===== src/mrf_pkg.sv =====
// ----------------------------------------------------------------------------
// mrf_pkg
// types, constants and the crc byte step shared by the request framer
// ----------------------------------------------------------------------------
package mrf_pkg;

  // request kinds
  typedef enum logic {
    OP_READ_HOLDING = 1'b0,
    OP_WRITE_SINGLE = 1'b1
  } mrf_op_t;

  // function codes placed in the second frame byte
  localparam logic [7:0] FN_READ_HOLDING = 8'h03;
  localparam logic [7:0] FN_WRITE_SINGLE = 8'h06;

  // crc-16/modbus, reflected polynomial, no final xor
  localparam logic [15:0] CRC_INIT = 16'hFFFF;
  localparam logic [15:0] CRC_POLY = 16'hA001;

  localparam logic [7:0] SLAVE_ID_RESET = 8'h01;

  // frame layout: six header bytes then crc low and crc high
  localparam int unsigned FRAME_LEN = 8;
  localparam int unsigned HDR_LEN   = 6;
  localparam int unsigned IDX_W     = $clog2(FRAME_LEN);
  localparam logic [IDX_W-1:0] IDX_CRC_LO = IDX_W'(HDR_LEN);
  localparam logic [IDX_W-1:0] IDX_LAST   = IDX_W'(FRAME_LEN - 1);

  typedef struct packed {
    logic        op;
    logic [15:0] reg_addr;
    logic [15:0] reg_word;
  } mrf_in_t;

  typedef struct packed {
    logic [7:0] frame_byte;
    logic       last;
  } mrf_out_t;

  // one byte through the crc, lsb first
  function automatic logic [15:0] crc_byte(input logic [15:0] crc_in, input logic [7:0] data);
    logic [15:0] c;
    c = crc_in ^ {8'h00, data};
    for (int b = 0; b < 8; b++) begin
      if (c[0]) begin
        c = (c >> 1) ^ CRC_POLY;
      end else begin
        c = c >> 1;
      end
    end
    return c;
  endfunction

endpackage


===== src/modbus_rtu_request_framer_unit.sv =====
// ----------------------------------------------------------------------------
// modbus_rtu_request_framer_unit
// builds an 8-byte modbus rtu request frame with crc-16/modbus per request
// ----------------------------------------------------------------------------
// A request is taken at a rising edge with start high and busy low. Each
// request comes out as eight byte beats on out_valid/out_data, one beat per
// clock, in transmit order: slave id, function code, address high and low,
// word high and low, crc low, crc high (the last beat carries last). The
// receiver cannot stall, so the eight beats of a frame come on consecutive
// cycles. A taken request waits in an input register, moves into the byte
// serialiser, and each byte is registered again before it appears. One
// request is held in the input register while the serialiser sends the
// previous frame, so busy drops again as soon as the held request moves into
// the serialiser; a steady stream runs with no gap between frames, the
// serialiser sending one byte per clock. The crc is updated one byte per
// clock as the header bytes go out. cfg_we/cfg_wdata write the slave id
// (reset value 1); write it only while the block is idle.
// ----------------------------------------------------------------------------
module modbus_rtu_request_framer_unit
  import mrf_pkg::*;
(
  input  logic     clk,
  input  logic     rst_n,
  input  logic     start,
  output logic     busy,
  input  mrf_in_t  in_data,
  output logic     out_valid,
  output mrf_out_t out_data,
  input  logic     cfg_we,
  input  logic [7:0] cfg_wdata
);

  // slave id register
  logic [7:0] slave_id_r;

  // input holding register
  logic        hold_full_r, hold_full_nxt;
  logic [47:0] hold_hdr_r;

  // byte serialiser
  logic             ser_active_r, ser_active_nxt;
  logic [IDX_W-1:0] ser_idx_r, ser_idx_nxt;
  logic [47:0]      ser_hdr_r, ser_hdr_nxt;
  logic [15:0]      ser_crc_r, ser_crc_nxt;

  // result register
  logic       out_valid_r, out_valid_nxt;
  logic       out_last_r, out_last_nxt;
  logic [7:0] out_byte_r, out_byte_nxt;

  logic       accept;
  logic       ser_done;
  logic       load;
  logic [7:0] fn_code;
  logic [7:0] cur_byte;

  assign busy   = hold_full_r;
  assign accept = start && !hold_full_r;

  // the serialiser frees up on the crc high byte, so the next frame follows
  assign ser_done = ser_active_r && (ser_idx_r == IDX_LAST);
  assign load     = hold_full_r && (!ser_active_r || ser_done);

  assign fn_code = (in_data.op == OP_WRITE_SINGLE) ? FN_WRITE_SINGLE : FN_READ_HOLDING;

  // header bytes first, then crc low and high
  always_comb begin
    if (ser_idx_r < IDX_CRC_LO) begin
      cur_byte = ser_hdr_r[47:40];
    end else if (ser_idx_r == IDX_CRC_LO) begin
      cur_byte = ser_crc_r[7:0];
    end else begin
      cur_byte = ser_crc_r[15:8];
    end
  end

  always_comb begin
    hold_full_nxt  = hold_full_r;
    ser_active_nxt = ser_active_r;
    ser_idx_nxt    = ser_idx_r;
    ser_hdr_nxt    = ser_hdr_r;
    ser_crc_nxt    = ser_crc_r;

    if (accept) begin
      hold_full_nxt = 1'b1;
    end else if (load) begin
      hold_full_nxt = 1'b0;
    end

    if (ser_active_r) begin
      ser_idx_nxt = ser_idx_r + IDX_W'(1);
      ser_hdr_nxt = {ser_hdr_r[39:0], 8'h00};
      if (ser_idx_r < IDX_CRC_LO) begin
        ser_crc_nxt = crc_byte(ser_crc_r, ser_hdr_r[47:40]);
      end
    end

    if (load) begin
      ser_active_nxt = 1'b1;
      ser_idx_nxt    = '0;
      ser_hdr_nxt    = hold_hdr_r;
      ser_crc_nxt    = CRC_INIT;
    end else if (ser_done) begin
      ser_active_nxt = 1'b0;
    end

    out_valid_nxt = ser_active_r;
    out_last_nxt  = ser_done;
    out_byte_nxt  = cur_byte;
  end

  // control state
  always_ff @(posedge clk) begin
    if (!rst_n) begin
      slave_id_r   <= SLAVE_ID_RESET;
      hold_full_r  <= 1'b0;
      ser_active_r <= 1'b0;
      ser_idx_r    <= '0;
      out_valid_r  <= 1'b0;
      out_last_r   <= 1'b0;
    end else begin
      if (cfg_we) begin
        slave_id_r <= cfg_wdata;
      end
      hold_full_r  <= hold_full_nxt;
      ser_active_r <= ser_active_nxt;
      ser_idx_r    <= ser_idx_nxt;
      out_valid_r  <= out_valid_nxt;
      out_last_r   <= out_last_nxt;
    end
  end

  // payload
  always_ff @(posedge clk) begin
    if (accept) begin
      hold_hdr_r <= {slave_id_r, fn_code, in_data.reg_addr, in_data.reg_word};
    end
    ser_hdr_r  <= ser_hdr_nxt;
    ser_crc_r  <= ser_crc_nxt;
    out_byte_r <= out_byte_nxt;
  end

  assign out_valid           = out_valid_r;
  assign out_data.frame_byte = out_byte_r;
  assign out_data.last       = out_last_r;

endmodule


===== config.mk =====
export PLATFORM = sky130hd
export DESIGN_NAME = modbus_rtu_request_framer_unit
export DESIGN_NICKNAME = d
export VERILOG_FILES = /design/src/mrf_pkg.sv /design/src/modbus_rtu_request_framer_unit.sv
export SDC_FILE = /design/constraint.sdc
export NUM_CORES = 1
export LEC_CHECK = 0
export BUFFER_PORTS_ARGS = -buffer_cell sky130_fd_sc_hd__buf_2
export CAP_MARGIN = 20
export CELL_PAD_IN_SITES_DETAIL_PLACEMENT = 0
export CELL_PAD_IN_SITES_GLOBAL_PLACEMENT = 2
export CORE_ASPECT_RATIO = 1.1
export CORE_MARGIN = 1.5
export CORE_UTILIZATION = 35
export DETAILED_ROUTE_END_ITERATION = 7
export PLACE_DENSITY = 0.78
export SYNTH_ARGS = -nofsm -noshare
export SYNTH_HDL_FRONTEND = slang
export SYNTH_SLANG_ARGS = --single-unit

===== constraint.sdc =====
create_clock -name clk -period 4.4 [get_ports clk]
set_clock_uncertainty 0.1 [all_clocks]
set_input_delay 0.22 -clock clk [delete_from_list [all_inputs] [get_ports clk]]
set_output_delay 0.22 -clock clk [all_outputs]
set_load 0.01 [all_outputs]

==> results of run 1 <==
registers in the layout, summed over array words and instances (netlist names), 3 cells and up:
signal / cells
ser_hdr_r: 48
ser_idx_r: 3
ser_crc_r: 16
slave_id_r: 8
hold_hdr_r: 42
out_byte_r: 8
per-stage QoR:
step / hold slack, ns / area (sq um) / total power [mW] / util, %
3_3_place_gp: 0.297 / 5350 / 2.20 / 39.0
5_1_grt: 0.0116 / 6410 / 3.80 / 46.6
2_1_floorplan: 0.219 / 4900 / 2.06 / -
3_5_place_dp: 0.298 / 5350 / 2.22 / 39.0
6_report: 0.00225 / 6410 / 3.62 / 46.6
4_1_cts: 0.000487 / 6370 / 3.64 / 46.3
cell usage in the layout, fill, tap and decap left out, types with 4 or more instances in the layout:
cell,Yosys,layout
nand2_1,126,126
nand3_1,6,6
a21oi_1,10,10
o211ai_1,8,8
nor2b_1,9,8
edfxtp_1,90,90
dfxtp_1,39,39
and2_1,8,8
and3_1,9,9
nor2_1,16,16
xnor2_1,16,16
mux2i_1,17,17
buf_2,0,55
clkbuf_16,0,17
clkinv_4,0,4
dlygate4sd3_1,0,42
layer usage:
metal | part of all wire, % | GRT usage, % | up-vias
met5 | 0 | 0 | -
met3 | 3.7 | 4.13 | 9
li1 | - | - | 1540
met4 | 1.1 | 4.95 | 0
met2 | 52 | 24.1 | 66
met1 | 43 | 16.0 | 1415
worst paths after layout:
path / endpoint / slack (ns) / cells past startpoint
max: ser_hdr_r[39]$_SDFFCE_PN0P_ / 1.72 / 6
min: slave_id_r[0]$_SDFFE_PN1P_ / 0.002 / 2
max reg2reg: ser_hdr_r[39]$_SDFFCE_PN0P_ / 1.72 / 6
min reg2reg: hold_hdr_r[42]$_DFFE_PP_ / 0.33 / 0
report_power, final:
part	switching (mW)	internal, mW	total, mW
Sequential	0.0904	1.49	1.58
Clock	0.510	0.884	1.39
Combinational	0.318	0.321	0.639
layout make-up:
class | count | area, sq um | area share, %
Clock inverter | 15 | 169 | 2.64
Multi-Input combinational cell | 242 | 1330 | 20.8
Clock buffer | 17 | 425 | 6.64
Timing Repair Buffer | 101 | 751 | 11.7
Sequential cell | 129 | 3480 | 54.4
Tap cell | 188 | 235 | 3.67
Inverter | 3 | 11.3 | 0.176
logic make-up after synthesis:
| logic type | count (synthesis) | share of synthesized area (%) |
|---|---|---|
| and+or+nand+nor | 178 | 15.3 |
| DFF | 129 | 71.1 |
| buffers and inverters | 24 | 1.91 |
| AOI/OAI and AO/OA | 23 | 2.94 |
| xor gates and xnor gates | 21 | 4.52 |
| muxes | 17 | 3.47 |
| adders and majority gates | 3 | 0.766 |
==> results by stage, run 1 <==
Status:
- The flow ran to the end, and the final reports show no timing, DRC or antenna violations.

Timing:
- Measured against its own limit, the worst slew margin works out to 38.7%.
- The count of endpoints failing setup in the final report is 0.
- Setup slack on the critical path of the routed design comes to 1.72 ns.
- Dividing the final minimum period by the clock period gives between 60% and 70%.
- The maximum achievable frequency is 372 MHz.
- The number of hold-slack violations in the final timing report came to 0.
- The final-layout setup total negative slack is 0 ns.
- The max-slew violation total from the final report is 0.
- The final critical path time including I/O delays and setup is around 2.7 ns.
- At the pin with the least slew margin, the transition time is between 0.9 and 1 ns.
- Setup repair after global routing left no endpoint under its margin.

Global routing:
- The first global-routing pass estimated approximately 15 mm of wire.
- The via count of the first global-routing pass is around 3200.
- Across every metal layer, demand over resource in global routing totals about 14%.
- Entering global routing, the biggest net connects 49 pins.
- The total overflow left after global routing is 0.
- The number of antenna violations at the first check in global routing was 0.

Setup path:
- The number of buffers and inverters on the critical path is 1.
- The reg-to-reg critical path startpoint is ser_idx_r[0]$_SDFFE_PP0P_.
- The slowest stage of the critical path is the nand2_1 cell.
- The type of element launching the critical path is a flop.
- By instance count, the cell type seen most on the critical path is ha_1.
- The critical path is of the flop to flop type.
- Grouping stages by cell kind, the critical path spends the most delay in simple AND/OR/NAND/NOR gates.
- The largest incremental delay on the critical path is around 0.62 ns.
- The signal on the critical path passes through ha_1 > ha_1 > nand2b_1 > nand2_1 > buf_4 > and2_1.
- In this run the worst setup path begins at ser_idx_r[0]$_SDFFE_PP0P_.
- The data required time of the critical path is 4.46 ns.
- The sort of element at the end of the critical path is a flop.
- Along the worst path, the maximum fanout reaches 28.
- The arrival time at the worst endpoint is around 2.7 ns.

Place:
- Routability-driven placement finished with a final weighted congestion of 0.740.
- The port buffer count is 55.
- The minimum setup slack after placement is 1.70 ns.
- Summed over all nets, the half-perimeter wirelength after detailed placement is 5.50 mm.
- In this run, placement finished with an instance count of 619.

Clock tree:
- The clock tree buffer depth is 2.
- The number of gates resized after CTS was 0.
- The clock transition at the registers of the reported paths is about 0.05 ns.
- TritonCTS built the clock tree.
- The later pin in the worst-skew pair is clocked with a latency of ~0.4 ns.
- In this run, CTS created clock tree buffers numbering 17.
- The number of sinks driven by the clock tree is 129.
- The maximum level of the CTS H-tree is 4.
- The tree is rooted in a clkbuf_16.
- Buffers added to address setup during post-CTS repair amount to 0.
- The cts-stage hold buffer count is 42.

Cells and area:
- The count of placed standard cells in the final layout, fillers left out is 695.
- The fraction of final layout cells with drive strength greater than 1 is 18.1%.
- The area added between synthesis and finish is 30.7%.
- The number of nets in the layout is 542.
- The count of fill cells added during filler insertion is ~1300.
- The count of inserted antenna diode cells is 0.

Floorplan:
- The floorplan step defined a die boundary enclosing 14700 sq um.
- Pin placement for this block handled 56 I/O pins.
- The width of the die is 116 um.
- The floorplan core area is 13700 sq um.
- Measured along the y axis, the die boundary spans 127 um.
- The starting utilization of the core area is 35.7%.
- The standard-cell row count is 45.

Detailed routing:
- The first routing iteration left approximately 150 violations.
- Dividing the detail-routed via count by the number of cells gives 4.36.
- The final layout contains routed wiring with a total length of just over 9 mm.
- The post-detailed-route wirelength per cell is 13.2 um.
- The final route contains 3030 vias.
- For this run, the detailed router's first-pass iteration total came to 4.
- The number of design rule violations left after detail routing is 0.
- The count of nets left with antenna violations once routing finished came out at 0.

Synth:
- In the synthesized netlist, the cells that appear most often are nand2_1, edfxtp_1, dfxtp_1.
- The most used flip-flop cell after synthesis is edfxtp_1.
- The area share of the largest cell type after synthesis is 55.1%.
- Each instance of the synthesized netlist takes up on average ~12 sq um.
- The number of synthesis warnings is 0.
- Yosys mapped a number of flops with a built-in enable equal to 90.
- The mapped netlist covers 4900 sq um.
- Synthesis produced 395 cells.
- Of all flip-flops after synthesis, the portion carrying an async set or reset was 0%.
- Ranked by total cell area, the synthesized netlist is headed by edfxtp_1, dfxtp_1, nand2_1.
- The number of nets produced by synthesis is 443.
- Counting flops and latches in the post-synthesis netlist gives 129.
- Synthesis instantiated 28 different standard cells from the library.
- The most instantiated library cell after synthesis is nand2_1.
- The post-synthesis sequential area ratio is a little under three quarters.
- The biggest area consumer among synthesized cells is edfxtp_1.

Power and ir drop:
- The ratio of total power to cell area is around 560 nW/um^2.
- The leakage power of the design is 2.64 nW.
- VDD sags by at most 0.000273 V.

Min path:
- The worst hold path begins at rst_n.
- The worst min-delay path category is input pin to flop.

Run:
- The total of max-cap violations is 0.
No activity file was read; power rests on OpenSTA's default activity.
==> inputs of run 2 (changes only) <==
- clock period: 4.4 -> 2.6 ns (I/O delays scaled with it)
==> run 2 against run 1 <==
Final cell count up 1.9%. Via count up 1.3%. Worst hold slack better by 0.12 ns. Design area up 2.8%. Total power up 76%. Core utilization up 1.3 points. Highest routed layer unchanged. Setup slack worse by 1.3 ns. Sequential power up 69%. First-iteration DRC count down 4.1%. Critical path depth up 2. Clock power up 85%. Routed wire length down 0.68%.
==> results by stage, run 2 (synthesis gave the netlist of run 1 again) <==
Clock tree:
- The buffer cell driving the clock tree root is clkbuf_16 (unchanged).
- The clock transition at the registers of the reported paths is 0.06 ns (was 0.05 ns).
- The clock tree from TritonCTS is done (unchanged).
- The clock tree buffer depth is 2 (unchanged).
- The insertion delay to the later sink of the worst-skew pair came to 0.41 ns (about the same).
- The number of sinks driven by the clock tree was 129 (unchanged).
- The maximum level of the CTS H-tree is 4 (unchanged).
- The number of buffers added by the clock tree synthesis step is 17 (unchanged).
- The count of buffers added by post-CTS timing repair for setup is 0 (unchanged).

Timing:
- The worst hold-check slack came to 0.121 ns (was 0.00225 ns).
- The number of hold-slack violations in the final timing report is 0 (unchanged).
- The measured slew at the worst slew-check pin came to 0.598 ns (was 0.917 ns).
- The max-slew violation total from the final report is 0 (unchanged).
- The maximum achievable frequency is 467 MHz (was 372 MHz).
- The share of the cycle needed by the critical path after routing is 82.4% (was 61.0%).
- The max-slew headroom at the worst pin is 60.1% (was 38.7%).
- The final-layout setup total negative slack came to 0 ns (unchanged).
- The count of endpoints failing setup in the final report is 0 (unchanged).
- Setup repair after global routing missed its margin: false (unchanged).
- The final critical path time including I/O delays and setup is 2.14 ns (was 2.68 ns).

Floorplan:
- The floorplan die height is 127 um (unchanged).
- The starting utilization of the core area is 35.7% (unchanged).
- The top-level port count came to 56 (unchanged).
- The floorplan core area is 13700 sq um (unchanged).
- The width of the die is 116 um (unchanged).
- The standard-cell row count is 45 (unchanged).
- The die area is 14700 sq um (unchanged).

Global routing:
- The via count of the first global-routing pass is 3215 (was 3153).
- The all-layer global routing usage is 14.0% (was 13.8%).
- The wire length of the first global-routing pass is 15.4 mm (was 15.3 mm).
- The maximum number of pins on one net before global-route repair is 42 (was 49).
- The number of antenna violations at the first check in global routing is 0 (unchanged).
- The leftover overflow at the end of global routing is 0 (unchanged).

Min path:
- The worst min-delay path category was input pin to flop (unchanged).

Place:
- The routability-driven placement congestion ratio was 0.716 (was 0.740).
- The port buffer count is 55 (unchanged).
- The estimated wirelength of the detail-placed design is 5.66 mm (was 5.50 mm).
- The post-placement cell count is 626 (was 619).

Cells and area:
- The most frequent standard cell in the layout excluding fill and tap cells is nand2_1 (unchanged).
- The count of placed standard cells in the final layout, fillers left out came to 708 (was 695).
- The area added between synthesis and finish is 34.3% (was 30.7%).
- The number of nets in the layout is 555 (was 542).
- The count of inserted antenna diode cells is 0 (unchanged).
- The most flop-heavy register is ser_hdr_r (unchanged).
- The fraction of final layout cells with drive strength greater than 1 came to 18.8% (was 18.1%).
- Registers with the most flip-flops: ser_hdr_r (48), hold_hdr_r (42), ser_crc_r (16) (unchanged).
- The post-route core utilization was 47.9% (was 46.6%).
- Most frequent cells in the layout: nand2_1, edfxtp_1, buf_2 (unchanged).
- The flip-flop count of the largest register after layout came to 48 (unchanged).

Detailed routing:
- The number of routed nets with antenna violations came to 0 (unchanged).
- The number of design rule violations left after detail routing is 0 (unchanged).
- The number of violations reported at the end of detailed-routing iteration 0 is 141 (was 147).
- The post-detailed-route via-to-cell ratio is 4.33 (was 4.36).
- The final wirelength came to 9.14 mm (was 9.21 mm).
- The detailed-route via count was 3069 (was 3030).
- The first-pass detailed-route iteration total is 4 (unchanged).
- The post-detailed-route wirelength per cell was 12.9 um (was 13.2 um).

Setup path:
- The buffers plus inverters on the worst setup path is 2 (was 1).
- The number of cells on the worst reg-to-reg path came to 8 (was 6).
- The type of element launching the critical path is a flop (unchanged).
- The cell class contributing the biggest share of worst-path delay is simple AND/OR/NAND/NOR gates (unchanged).
- The startpoint-to-endpoint class of the critical path is flop to flop (unchanged).
- The critical path endpoint is ser_hdr_r[42]$_DFFE_PP_ (was ser_hdr_r[39]$_SDFFCE_PN0P_).
- The total number of cells along the worst setup path came to 8 (was 6).
- The cell type of the slowest stage on the worst timing path was dfxtp_1 (was nand2_1).
- The setup slack of the worst register-to-register path is 0.46 ns (was 1.72 ns).
- The sort of element at the end of the critical path is a flop (unchanged).
- The maximum fanout along the worst path came to 27 (was 28).
- Ordered list of cells on the worst path: ha_1 > ha_1 > nand2b_1 > buf_4 > and2_1 > buf_4 > nand2_1 > nand2_1 (was ha_1 > ha_1 > nand2b_1 > nand2_1 > buf_4 > and2_1).
- The startpoint of the worst setup timing path is ser_idx_r[0]$_SDFFE_PP0P_ (unchanged).
- The largest incremental delay on the critical path came to 0.34 ns (was 0.62 ns).
- The reg-to-reg critical path startpoint is ser_idx_r[0]$_SDFFE_PP0P_ (unchanged).
- The data required time of the critical path was 2.67 ns (was 4.46 ns).
- The arrival time at the worst endpoint is 2.21 ns (was 2.74 ns).
- The endpoint of the lowest-slack register-to-register path was ser_hdr_r[42]$_DFFE_PP_ (was ser_hdr_r[39]$_SDFFCE_PN0P_).

Power and ir drop:
- The power share of the clock group is 40.4% (was 38.5%).
- The leakage power of the design is 2.73 nW (was 2.64 nW).
- The worst vdd rail ir drop was 0.000384 V (was 0.000273 V).
- The switching part of the total power is 24.7% (was 25.4%).
- The power share of the combinational group is 17.5% (was 17.7%).
- The sequential cell fraction of total power came to 42.1% (was 43.8%).
- The internal power summed over all cells came to 4.78 mW (was 2.70 mW).
- The power spent charging and discharging nets is 1.57 mW (was 0.918 mW).
- The ratio of total power to cell area is 965 nW/um^2 (was 565 nW/um^2).
- The total power is 6.35 mW (was 3.62 mW).

Run:
- The total of max-cap violations was 0 (unchanged).

Status:
- Result of the run: finished, final reports clean (unchanged).
## run 2: power groups by stage
stage / Combinational (mW) / Sequential (mW) / Clock (mW)
floorplan: 0.800 / 2.69 / 0
global placement: 1.06 / 2.71 / 0
detailed placement: 1.07 / 2.72 / 0
CTS: 1.14 / 2.68 / 2.61
global route: 1.25 / 2.71 / 2.70
finish: 1.11 / 2.67 / 2.57
## run 2: per-stage QoR
step                      instance area (sq um)  worst slack [ns]
after global placement                     5440             0.537
after global routing                       6580             0.254
final                                      6580             0.459
after floorplan                            4900             0.577
after detailed placement                   5440             0.457
after CTS                                  6580             0.447
## run 2: final cells by class
class / count / area, sq um
tap: 188 / 235
clock buffer: 17 / 425
timing repair buffer: 114 / 881
fill: 1269 / 7160
sequential: 129 / 3480
inverter: 3 / 11.3
multi-input combinational: 242 / 1330
clock inverter: 15 / 215
## run 2: routing by layer
metal,global-route usage (%),routed length (um)
met1,15.6,3850
met2,24.3,4760
met3,4.08,307
met4,6.96,231
met5,0,0
## run 2: what timing repair did
| item | in CTS | in global routing |
|---|---|---|
| endpoints found under the hold margin | 44 | 0 |
| gates resized for setup | 0 | 0 |
| hold buffers | 50 | 0 |
## run 2: worst min path at each step
| stage | startpoint | endpoint | slack (ns) | depth (start not counted) |
|---|---|---|---|---|
| floorplan | in_data[0] | hold_hdr_r[0]$_DFFE_PP_ | 0.13 | 0 |
| global placement | in_data[1] | hold_hdr_r[1]$_DFFE_PP_ | 0.21 | 1 |
| detailed placement | in_data[0] | hold_hdr_r[0]$_DFFE_PP_ | 0.21 | 1 |
| CTS | cfg_we | slave_id_r[7]$_SDFFE_PN0P_ | 0.12 | 3 |
| global route | cfg_we | slave_id_r[7]$_SDFFE_PN0P_ | 0.12 | 3 |
| finish | cfg_we | slave_id_r[7]$_SDFFE_PN0P_ | 0.12 | 3 |
## run 2: tightest hold or removal path: stages
cell,delay [ns]
buf_2,0.20
mux2i_1,0.19
nor2b_1,0.06
